[config.mk]
export PLATFORM = sky130hd
export DESIGN_NAME = first_fit_segment_allocator
export DESIGN_NICKNAME = d
export VERILOG_FILES = /design/src/hw/rtl/ffsa_pkg.sv /design/src/hw/rtl/ffsa_seg_ram.sv /design/src/hw/rtl/ffsa_ctrl.sv /design/src/hw/rtl/ffsa_init.sv /design/src/hw/rtl/first_fit_segment_allocator.sv
export SDC_FILE = /design/constraint.sdc
export NUM_CORES = 2
export LEC_CHECK = 0
export ABC_CLOCK_PERIOD_IN_PS = 7700
export BUFFER_PORTS_ARGS = -buffer_cell sky130_fd_sc_hd__buf_2
export CAP_MARGIN = 40
export CORE_MARGIN = 10
export CORE_UTILIZATION = 25
export CTS_BUF_LIST = sky130_fd_sc_hd__clkbuf_4 sky130_fd_sc_hd__clkbuf_8
export CTS_CLUSTER_DIAMETER = 100
export DETAILED_ROUTE_END_ITERATION = 6
export GPL_TIMING_DRIVEN = 0
export PLACE_DENSITY_LB_ADDON = 0.12
export SYNTH_ARGS = -nofsm -noshare
export SYNTH_HDL_FRONTEND = slang
export SYNTH_HIERARCHICAL = 1
export SYNTH_SLANG_ARGS = --single-unit
[constraint.sdc]
create_clock -name clk -period 7.7 [get_ports clk]
set_input_delay 0.77 -clock clk [delete_from_list [all_inputs] [get_ports clk]]
set_output_delay 0.77 -clock clk [all_outputs]
set_load 0.01 [all_outputs]
[src/hw/rtl/ffsa_pkg.sv]
// shared constants and types for the first-fit segment allocator
package ffsa_pkg;

    localparam int MAX_SEGMENTS = 64;
    localparam int ADDR_WIDTH   = 16;
    localparam int IDX_W        = $clog2(MAX_SEGMENTS);
    localparam int CNT_W        = $clog2(MAX_SEGMENTS + 1);
    localparam int SIZE_W       = ADDR_WIDTH + 1;
    localparam int ENTRY_W      = ADDR_WIDTH + SIZE_W + 1;

    localparam logic [1:0] REQ_ALLOC = 2'd0;
    localparam logic [1:0] REQ_FREE  = 2'd1;
    localparam logic [1:0] REQ_CHECK = 2'd2;

    localparam logic [2:0] ST_OK      = 3'd0;
    localparam logic [2:0] ST_INVALID = 3'd1;
    localparam logic [2:0] ST_NOMEM   = 3'd2;
    localparam logic [2:0] ST_RANGE   = 3'd3;
    localparam logic [2:0] ST_FULL    = 3'd4;

    typedef struct packed {
        logic [ADDR_WIDTH-1:0] start;
        logic [SIZE_W-1:0]     size;
        logic                  is_free;
    } seg_t;

    typedef struct packed {
        logic             rd_en;
        logic [IDX_W-1:0] rd_addr;
        logic             wr_en;
        logic [IDX_W-1:0] wr_addr;
        seg_t             wr_data;
    } mem_req_t;

endpackage

[src/hw/rtl/ffsa_seg_ram.sv]
// segment table memory, one write and one registered read port
module ffsa_seg_ram
(
    input  logic              clk,
    input  ffsa_pkg::mem_req_t req,
    output ffsa_pkg::seg_t     rd_data
);
    import ffsa_pkg::*;

    seg_t mem [MAX_SEGMENTS];

    always_ff @(posedge clk)
    begin
        if (req.wr_en)
        begin
            mem[req.wr_addr] <= req.wr_data;
        end
        if (req.rd_en)
        begin
            rd_data <= mem[req.rd_addr];
        end
    end
endmodule

[src/hw/rtl/ffsa_ctrl.sv]
// request sequencer: scan, shift, merge and statistics passes over the table
module ffsa_ctrl
(
    input  logic                           clk,
    input  logic                           rst_n,
    input  logic                           cfg_valid,
    output logic                           cfg_ready,
    input  logic [ffsa_pkg::SIZE_W-1:0]    cfg_data,
    input  logic                           in_valid,
    output logic                           in_stall,
    input  logic [1:0]                     req_type,
    input  logic [ffsa_pkg::ADDR_WIDTH-1:0] address,
    input  logic [ffsa_pkg::SIZE_W-1:0]    length,
    output logic                           out_valid,
    input  logic                           out_stall,
    output logic [2:0]                     status,
    output logic [ffsa_pkg::ADDR_WIDTH-1:0] alloc_address,
    output logic [ffsa_pkg::SIZE_W-1:0]    free_total,
    output logic [ffsa_pkg::SIZE_W-1:0]    largest_free,
    output ffsa_pkg::mem_req_t             mreq,
    input  ffsa_pkg::seg_t                 rd_data,
    output logic                           busy
);
    import ffsa_pkg::*;

    localparam logic [3:0] S_IDLE   = 4'd0;
    localparam logic [3:0] S_SCAN   = 4'd1;
    localparam logic [3:0] S_SCANW  = 4'd2;
    localparam logic [3:0] S_INS    = 4'd3;
    localparam logic [3:0] S_INSW   = 4'd4;
    localparam logic [3:0] S_NEIGH  = 4'd5;
    localparam logic [3:0] S_NEIGHW = 4'd6;
    localparam logic [3:0] S_REM    = 4'd7;
    localparam logic [3:0] S_REMW   = 4'd8;
    localparam logic [3:0] S_STAT   = 4'd9;
    localparam logic [3:0] S_STATW  = 4'd10;
    localparam logic [3:0] S_OUT    = 4'd11;

    localparam logic [SIZE_W-1:0] POOL_MAX = SIZE_W'(1) << ADDR_WIDTH;

    logic [3:0]            state_reg, state_next;
    logic [CNT_W-1:0]      count_reg, count_next;
    logic [CNT_W-1:0]      idx_reg, idx_next;
    logic [IDX_W-1:0]      hit_reg, hit_next;
    logic [1:0]            type_reg, type_next;
    logic [ADDR_WIDTH-1:0] addr_reg, addr_next;
    logic [SIZE_W-1:0]     len_reg, len_next;
    logic [2:0]            st_reg, st_next;
    logic [ADDR_WIDTH-1:0] aout_reg, aout_next;
    logic [SIZE_W-1:0]     tot_reg, tot_next;
    logic [SIZE_W-1:0]     big_reg, big_next;
    seg_t                  hold_reg, hold_next;
    seg_t                  prev_reg, prev_next;
    logic                  prevok_reg, prevok_next;
    logic                  nfree_reg, nfree_next;
    logic [1:0]            nstep_reg, nstep_next;
    logic [SIZE_W-1:0]     nsize_reg, nsize_next;
    logic                  outv_reg, outv_next;

    logic [SIZE_W-1:0]     cfg_sat;
    logic [SIZE_W:0]       seg_end;
    logic                  in_xfer, last;

    assign cfg_ready = (state_reg == S_IDLE) && !outv_reg;
    // a pending configuration write takes the cycle, the request waits
    assign in_stall  = (state_reg != S_IDLE) || outv_reg || cfg_valid;
    assign in_xfer   = in_valid && !in_stall;
    assign busy      = state_reg != S_IDLE;
    assign out_valid = outv_reg;
    assign status        = st_reg;
    assign alloc_address = aout_reg;
    assign free_total    = tot_reg;
    assign largest_free  = big_reg;

    assign cfg_sat = (cfg_data > POOL_MAX) ? POOL_MAX : cfg_data;
    assign seg_end = {1'b0, rd_data.start} + {1'b0, rd_data.size};
    assign last    = (idx_reg + CNT_W'(1)) >= count_reg;

    always_comb
    begin
        state_next  = state_reg;
        count_next  = count_reg;
        idx_next    = idx_reg;
        hit_next    = hit_reg;
        type_next   = type_reg;
        addr_next   = addr_reg;
        len_next    = len_reg;
        st_next     = st_reg;
        aout_next   = aout_reg;
        tot_next    = tot_reg;
        big_next    = big_reg;
        hold_next   = hold_reg;
        prev_next   = prev_reg;
        prevok_next = prevok_reg;
        nfree_next  = nfree_reg;
        nstep_next  = nstep_reg;
        nsize_next  = nsize_reg;
        outv_next   = outv_reg;
        mreq        = '0;

        if (outv_reg && !out_stall)
        begin
            outv_next = 1'b0;
        end

        case (state_reg)
            S_IDLE:
            begin
                if (cfg_valid && cfg_ready && cfg_data != '0)
                begin
                    mreq.wr_en   = 1'b1;
                    mreq.wr_addr = '0;
                    mreq.wr_data = '{start: '0, size: cfg_sat, is_free: 1'b1};
                    count_next   = CNT_W'(1);
                end
                else if (in_xfer)
                begin
                    type_next  = req_type;
                    addr_next  = address;
                    len_next   = length;
                    aout_next  = '0;
                    st_next    = ST_INVALID;
                    idx_next   = '0;
                    prevok_next = 1'b0;
                    if ((req_type == REQ_ALLOC || req_type == REQ_CHECK) && length == '0
                        || req_type == 2'd3)
                    begin
                        state_next = S_STAT;
                    end
                    else
                    begin
                        if (req_type == REQ_ALLOC)
                        begin
                            st_next = ST_NOMEM;
                        end
                        state_next = S_SCAN;
                    end
                end
            end
            S_SCAN:
            begin
                mreq.rd_en   = 1'b1;
                mreq.rd_addr = idx_reg[IDX_W-1:0];
                state_next   = S_SCANW;
            end
            S_SCANW:
            begin
                // default: continue the scan
                state_next = last ? S_STAT : S_SCAN;
                idx_next   = idx_reg + CNT_W'(1);
                prev_next  = rd_data;
                prevok_next = 1'b1;
                case (type_reg)
                    REQ_ALLOC:
                    begin
                        if (rd_data.is_free && rd_data.size >= len_reg)
                        begin
                            idx_next = '0;
                            if (rd_data.size != len_reg && count_reg >= CNT_W'(MAX_SEGMENTS))
                            begin
                                st_next    = ST_FULL;
                                state_next = S_STAT;
                            end
                            else
                            begin
                                st_next   = ST_OK;
                                aout_next = rd_data.start;
                                mreq.wr_en   = 1'b1;
                                mreq.wr_addr = idx_reg[IDX_W-1:0];
                                mreq.wr_data = '{start: rd_data.start, size: len_reg,
                                                 is_free: 1'b0};
                                if (rd_data.size != len_reg)
                                begin
                                    // carry the remainder up the table
                                    hold_next = '{start: rd_data.start + len_reg[ADDR_WIDTH-1:0],
                                                  size: rd_data.size - len_reg, is_free: 1'b1};
                                    idx_next   = idx_reg + CNT_W'(1);
                                    count_next = count_reg + CNT_W'(1);
                                    state_next = S_INS;
                                end
                                else
                                begin
                                    state_next = S_STAT;
                                end
                            end
                        end
                    end
                    REQ_FREE:
                    begin
                        if (rd_data.start == addr_reg && !rd_data.is_free)
                        begin
                            st_next   = ST_OK;
                            hit_next  = idx_reg[IDX_W-1:0];
                            nsize_next = rd_data.size;
                            nfree_next = prevok_reg && prev_reg.is_free;
                            prev_next  = prev_reg;
                            nstep_next = 2'd0;
                            state_next = last ? S_NEIGH : S_SCAN;
                            if (last)
                            begin
                                state_next = S_NEIGHW;
                                nstep_next = 2'd1;
                            end
                            else
                            begin
                                state_next = S_NEIGH;
                            end
                        end
                    end
                    REQ_CHECK:
                    begin
                        if (addr_reg >= rd_data.start && {1'b0, addr_reg} < seg_end)
                        begin
                            st_next = ((seg_end - {1'b0, addr_reg}) < {1'b0, len_reg})
                                      ? ST_RANGE : ST_OK;
                            idx_next   = '0;
                            state_next = S_STAT;
                        end
                    end
                    default:
                    begin
                        state_next = S_STAT;
                    end
                endcase
                if (state_next == S_STAT)
                begin
                    idx_next = '0;
                end
            end
            S_INS:
            begin
                mreq.rd_en   = 1'b1;
                mreq.rd_addr = idx_reg[IDX_W-1:0];
                state_next   = S_INSW;
            end
            S_INSW:
            begin
                // entries at or past the old count are unused, data ignored
                mreq.wr_en   = 1'b1;
                mreq.wr_addr = idx_reg[IDX_W-1:0];
                mreq.wr_data = hold_reg;
                hold_next    = rd_data;
                idx_next     = idx_reg + CNT_W'(1);
                if (idx_next >= count_reg)
                begin
                    idx_next   = '0;
                    state_next = S_STAT;
                end
                else
                begin
                    state_next = S_INS;
                end
            end
            S_NEIGH:
            begin
                // read the successor of the freed entry
                mreq.rd_en   = 1'b1;
                mreq.rd_addr = hit_reg + IDX_W'(1);
                state_next   = S_NEIGHW;
                nstep_next   = 2'd0;
            end
            S_NEIGHW:
            begin
                // merge with successor, then predecessor; write merged segment
                logic [SIZE_W-1:0] sz;
                logic              succ;
                succ = (nstep_reg == 2'd0) && rd_data.is_free;
                sz   = nsize_reg + (succ ? rd_data.size : '0);
                mreq.wr_en = 1'b1;
                if (nfree_reg)
                begin
                    mreq.wr_addr = hit_reg - IDX_W'(1);
                    mreq.wr_data = '{start: prev_reg.start, size: prev_reg.size + sz,
                                     is_free: 1'b1};
                end
                else
                begin
                    mreq.wr_addr = hit_reg;
                    mreq.wr_data = '{start: addr_reg, size: sz, is_free: 1'b1};
                end
                // number of entries to drop and first entry to fill
                nstep_next = {1'b0, succ} + {1'b0, nfree_reg};
                idx_next   = CNT_W'(hit_reg) + (nfree_reg ? CNT_W'(0) : CNT_W'(1));
                if (({1'b0, succ} + {1'b0, nfree_reg}) == 2'd0)
                begin
                    idx_next   = '0;
                    state_next = S_STAT;
                end
                else
                begin
                    count_next = count_reg - CNT_W'({1'b0, succ} + {1'b0, nfree_reg});
                    state_next = S_REM;
                end
            end
            S_REM:
            begin
                if (idx_reg >= count_reg)
                begin
                    idx_next   = '0;
                    state_next = S_STAT;
                end
                else
                begin
                    mreq.rd_en   = 1'b1;
                    mreq.rd_addr = IDX_W'(idx_reg + CNT_W'(nstep_reg));
                    state_next   = S_REMW;
                end
            end
            S_REMW:
            begin
                mreq.wr_en   = 1'b1;
                mreq.wr_addr = idx_reg[IDX_W-1:0];
                mreq.wr_data = rd_data;
                idx_next     = idx_reg + CNT_W'(1);
                state_next   = S_REM;
            end
            S_STAT:
            begin
                if (idx_reg == '0)
                begin
                    tot_next = '0;
                    big_next = '0;
                end
                mreq.rd_en   = 1'b1;
                mreq.rd_addr = idx_reg[IDX_W-1:0];
                state_next   = S_STATW;
            end
            S_STATW:
            begin
                if (rd_data.is_free)
                begin
                    tot_next = tot_reg + rd_data.size;
                    if (rd_data.size > big_reg)
                    begin
                        big_next = rd_data.size;
                    end
                end
                idx_next   = idx_reg + CNT_W'(1);
                state_next = last ? S_OUT : S_STAT;
            end
            S_OUT:
            begin
                if (!outv_reg)
                begin
                    outv_next  = 1'b1;
                    state_next = S_IDLE;
                end
            end
            default:
            begin
                state_next = S_IDLE;
            end
        endcase
    end

    always_ff @(posedge clk or negedge rst_n)
    begin
        if (!rst_n)
        begin
            state_reg <= S_IDLE;
            count_reg <= CNT_W'(1);
            outv_reg  <= 1'b0;
            idx_reg   <= '0;
        end
        else
        begin
            state_reg <= state_next;
            count_reg <= count_next;
            outv_reg  <= outv_next;
            idx_reg   <= idx_next;
        end
    end

    always_ff @(posedge clk)
    begin
        hit_reg    <= hit_next;
        type_reg   <= type_next;
        addr_reg   <= addr_next;
        len_reg    <= len_next;
        st_reg     <= st_next;
        aout_reg   <= aout_next;
        tot_reg    <= tot_next;
        big_reg    <= big_next;
        hold_reg   <= hold_next;
        prev_reg   <= prev_next;
        prevok_reg <= prevok_next;
        nfree_reg  <= nfree_next;
        nstep_reg  <= nstep_next;
        nsize_reg  <= nsize_next;
    end
endmodule

[src/hw/rtl/ffsa_init.sv]
// writes the single free segment into the table after reset
module ffsa_init
(
    input  logic               clk,
    input  logic               rst_n,
    input  ffsa_pkg::mem_req_t ctrl_req,
    output ffsa_pkg::mem_req_t mreq,
    output logic               init_done
);
    import ffsa_pkg::*;

    logic done_reg;

    assign init_done = done_reg;

    always_comb
    begin
        mreq = ctrl_req;
        if (!done_reg)
        begin
            mreq.wr_en   = 1'b1;
            mreq.wr_addr = '0;
            mreq.wr_data = '{start: '0, size: SIZE_W'(1) << ADDR_WIDTH, is_free: 1'b1};
        end
    end

    always_ff @(posedge clk or negedge rst_n)
    begin
        if (!rst_n)
        begin
            done_reg <= 1'b0;
        end
        else
        begin
            done_reg <= 1'b1;
        end
    end
endmodule

[src/hw/rtl/first_fit_segment_allocator.sv]
// Segment allocator top level. Each request takes one accepted transfer and
// yields one result. A request scans the segment table held in a synchronous
// RAM with one access per cycle, each entry read and then evaluated; zero-length
// allocations and checks and unknown request types skip the scan. It then may
// shift entries upward for a split or downward for a merge, each moved entry
// read and then written, and then sums free space over all entries. Input is
// stalled while a request runs, a result waits or a configuration write is
// offered. The first cycle after reset writes the initial free segment; no
// input is taken in that cycle.
module first_fit_segment_allocator
(
    input  logic                            clk,
    input  logic                            rst_n,
    input  logic                            cfg_valid,
    output logic                            cfg_ready,
    input  logic [ffsa_pkg::SIZE_W-1:0]     cfg_data,
    input  logic                            in_valid,
    output logic                            in_stall,
    input  logic [1:0]                      req_type,
    input  logic [ffsa_pkg::ADDR_WIDTH-1:0] address,
    input  logic [ffsa_pkg::SIZE_W-1:0]     length,
    output logic                            out_valid,
    input  logic                            out_stall,
    output logic [2:0]                      status,
    output logic [ffsa_pkg::ADDR_WIDTH-1:0] alloc_address,
    output logic [ffsa_pkg::SIZE_W-1:0]     free_total,
    output logic [ffsa_pkg::SIZE_W-1:0]     largest_free
);
    import ffsa_pkg::*;

    mem_req_t ctrl_req, ram_req;
    seg_t     rd_data;
    logic     init_done, busy, c_ready, c_stall;

    assign cfg_ready = c_ready && init_done;
    assign in_stall  = c_stall || !init_done;

    ffsa_ctrl u_ctrl
    (
        .clk           (clk),
        .rst_n         (rst_n),
        .cfg_valid     (cfg_valid && init_done),
        .cfg_ready     (c_ready),
        .cfg_data      (cfg_data),
        .in_valid      (in_valid && init_done),
        .in_stall      (c_stall),
        .req_type      (req_type),
        .address       (address),
        .length        (length),
        .out_valid     (out_valid),
        .out_stall     (out_stall),
        .status        (status),
        .alloc_address (alloc_address),
        .free_total    (free_total),
        .largest_free  (largest_free),
        .mreq          (ctrl_req),
        .rd_data       (rd_data),
        .busy          (busy)
    );

    ffsa_init u_init
    (
        .clk       (clk),
        .rst_n     (rst_n),
        .ctrl_req  (ctrl_req),
        .mreq      (ram_req),
        .init_done (init_done)
    );

    ffsa_seg_ram u_ram
    (
        .clk     (clk),
        .req     (ram_req),
        .rd_data (rd_data)
    );

`ifndef ASSERT_OFF
    // no transfer is taken while a request is running
    a_no_accept_busy: assert property (@(posedge clk) disable iff (!rst_n)
        busy |-> in_stall)
        else $error("input taken while busy");
    // configuration only while idle with no pending result
    a_cfg_idle: assert property (@(posedge clk) disable iff (!rst_n)
        (cfg_valid && cfg_ready) |-> (!busy && !out_valid))
        else $error("config write while busy");
    // a stalled result stays valid with its status unchanged
    a_out_hold: assert property (@(posedge clk) disable iff (!rst_n)
        (out_valid && out_stall) |=> (out_valid && $stable(status)))
        else $error("stalled result changed");
`endif
endmodule

==> impl_results.md <==
* Commonest cells after routing, fill and taps aside: edfxtp_1 (2,393), mux4_2 (476), clkbuf_8 (435)
* GRT Total Usage at 0.176
* Slowest cell on crit path: edfxtp_1
* Number of global-route vias before repair at 59,800
* Cell count after synthesis at 5,545
* Ranking of synthesized cells by area: edfxtp_1 (71%), mux4_2 (11%), ha_1 (2.4%), mux2i_1 (1.6%), nor2_1 (0.90%)
* Synth area leader: edfxtp_1
* Routed vias/inst at 4.88
* Failing checks: design-rule violations
* Top_reg_cell synth: edfxtp_1
* # fillers at 39,400
* Final hold violations at 0
* Net Count, Synth at 5,804
* Share of layout cells above drive strength 1 at 0.270
* Clock skew at 80.1 ps
* Syn. warnings at 6
* CP Class: register to register
* Crit. End Element: register
* Final Cell Area at 122,000 sq um
* Chip Height at 654 microns
* RSZ-0062 raised after global routing: no
* Routability congestion estimate at 0.838
* Most common cell after layout, fill and taps aside: edfxtp_1
* TritonCTS Buffers at 431
* CP Cell Sequence: nor3b_2 -> buf_6 -> clkbuf_1 -> inv_1 -> nor2_1 -> ha_1 -> a21o_1 -> a21oi_1 -> nor2b_1 -> o21a_1 -> o41a_1 -> a211oi_1 -> xnor2_1 -> ha_1 -> a21oi_1 -> nor4b_1 -> a31oi_1 -> or3_1 -> nand3_1 -> xnor2_1 -> xnor2_1 -> o21ai_1 -> nand2b_4 -> buf_16
* Die area at 428,000 sq um
* Post-placement cell area at 113,000 sq um
* Crit share post-route at 0.939
* DR vias at 58,800
* Worst endpoint required time at 8500 ps
* Fmax at 138 MHz
* CTS root buf: clkbuf_8
* DPL Wire Length at 283,000 microns
* Status: finished with violations
* Number of synthesized flops with an enable pin at 2,393
* Nets at 6,679
* # rows at 232
* Clock Tree Buf Depth at 4
* Pleak at 39.6 nW
* PD cells at 359 nW/um^2
* Antenna violations before repair at 44
* CTS H-tree depth at 5
* Sequential share of the synthesized area at 0.719
* 1st-iter DRT viols at 6,482
* FFs w/ async S/R, synth at 0.00829
* Crit-path max cell delay at 530 ps
* Residual DRC at 4
* Die Wd at 654 microns
* Port Buffer Count at 112
* Largest net degree at the start of global routing at 65
* FF-to-FF Start: u_ram/rd_data[0]
* Worst-margin pin slew at 1020 ps
* Crit-path max FO at 64
* Initial Util at 0.252
* Endpoints failing setup at 0
* ANT nets after route at 0
* CTS tree: yes
* Final Critical Period at 7230 ps
* Clock-pin slew on the worst setup and hold paths at 70 ps
* Synthesized area per cell at 18.1 sq um
* DR pass1 iterations at 7
* Clock Latency Late Sink at 1130 ps
* Synth Cell Area at 101,000 sq um
* Netlist cell types at 89
* Area share of the largest cell type after synthesis at 0.714
* Sink Count at 2,413
* Largest reg by FF count: u_ram/mem
* Max reg flops at 2,176
* WL final at 389,000 microns
* Headroom to the max-slew limit at 0.313
* IO Pins at 113
* Global-route wire length before repair at 522,000 microns
* CP most frequent cell: xnor2_1
* Crit start category: register
* Hold slack final at 249 ps
* Number of synthesized register bits at 2,413
* Grt ovf at 0
* Layout Utilization at 0.306
* VDD IR max at 230 uV
* Flop2flop setup slack at 470 ps
* WP data arrival at 8030 ps
* Core Area at 400,000 sq um
* Max-cap viol count at 0
* R2R Path End: u_ram/mem[2][17]
* Cells on worst reg2reg path at 24
* Syn-to-layout area delta at 21.6%
* Hold crit path type: primary input to asynchronous set/reset pin
* Mean routed wirelength per cell at 32.3 microns
* Count of pins over their slew limit at 0
==> metrics by stage <==
step           cells  setup TNS [ps]  setup slack [ps]  total power [W]
2_1_floorplan   5545               0              1270           0.0251
3_3_place_gp   10900        -6555140             -4440           0.0316
3_5_place_dp   11200               0              49.3           0.0323
4_1_cts        12000               0               276           0.0445
5_1_grt        12000               0              68.5           0.0460
6_report       12000               0               471           0.0439
==> Yosys cell counts, types with 24 or more instances <==
cell and n:
edfxtp_1 2393, mux4_2 476, nor2_1 240, nand2_1 218
ha_1 193, mux2i_1 161, a21oi_1 143, inv_1 136
clkbuf_1 131, nand3_1 126, o21ai_0 115, a22oi_1 88
and2_1 83, xnor2_1 73, nand4_1 66, o221ai_1 65
o22ai_1 58, buf_2 55, a21o_1 50, nor2b_1 48
nor3_1 41, buf_4 40, a211oi_1 36, nand2b_1 33
xor2_1 31, and3_1 29, buf_1 29, a221o_1 24
==> layer usage <==
| metal | up-vias | part of all wire | GRT usage |
|---|---|---|---|
| met3 | 485 | 0.059 | 0.0296 |
| met1 | 31800 | 0.44 | 0.239 |
| met4 | 4 | 0.027 | 0.0485 |
| li1 | 24500 | - | - |
| met2 | 2036 | 0.48 | 0.291 |
| met5 | - | 0.000080 | 0 |
==> worst max-delay path: cells and delay by family (launching register included) <==
kind            cells  cell delay (ps)
buf+inv             4             1130
xor+xnor            3              500
flops               1              530
compound gates      8             2120
fa+ha+maj           2              630
simple gates        7             1770
==> what timing repair did <==
action                                 4_1_cts  5_1_grt
setup endpoints to repair                   20       61
setup buffers                                1        0
gates resized for setup                      0        1
endpoints found under the hold margin       56        0
hold buffers                                37        0
==> cell families (layout without fill, tap and decap cells) <==
| logic type | count (synthesis) | in the layout | share of synthesized area |
|---|---|---|---|
| DFF | 2413 | 2413 | 0.719 |
| and+or+nand+nor | 972 | 972 | 0.0480 |
| AOI/OAI and AO/OA | 777 | 777 | 0.0535 |
| muxes | 658 | 658 | 0.125 |
| buffers and inverters | 418 | 1623 | 0.0194 |
| adders and majority gates | 202 | 202 | 0.0258 |
| xor gates and xnor gates | 104 | 104 | 0.00905 |
| other | 1 | 31 | 0.0000373 |
==> cell type report <==
class / count / area, sq um / area share
Clock inverter: 190 / 1370 / 0.0112
Antenna cell: 30 / 75.1 / 0.000614
Tap cell: 5265 / 6590 / 0.0539
Multi-Input combinational cell: 2714 / 26900 / 0.220
Buffer: 279 / 1440 / 0.0117
Inverter: 139 / 522 / 0.00427
Timing Repair Buffer: 442 / 6060 / 0.0496
Clock buffer: 573 / 7020 / 0.0574
Sequential cell: 2413 / 72400 / 0.592
==> report_power, final <==
part	internal, W	leakage, nW	switching, W
logic	0.00561	12.8	0.00999
clock network	0.00645	4.43	0.00557
registers	0.0158	22.4	0.000517
total	0.0278	39.6	0.0161
==> worst max path at each step <==
| stage | from | slack (ps) | end |
|---|---|---|---|
| after global placement | u_ram/rd_data[7] | -4440 | u_ram/mem[48][8] |
| after detailed placement | u_ram/rd_data[0] | 50 | u_ram/mem[15][17] |
| after CTS | u_ram/rd_data[0] | 280 | u_ram/mem[15][17] |
| after floorplan | u_ram/rd_data[11] | 1270 | u_ram/mem[48][0] |
| after global routing | u_ram/rd_data[0] | 70 | u_ram/mem[12][17] |
| final | u_ram/rd_data[0] | 470 | u_ram/mem[2][17] |
(Power assumes the default switching activity.)
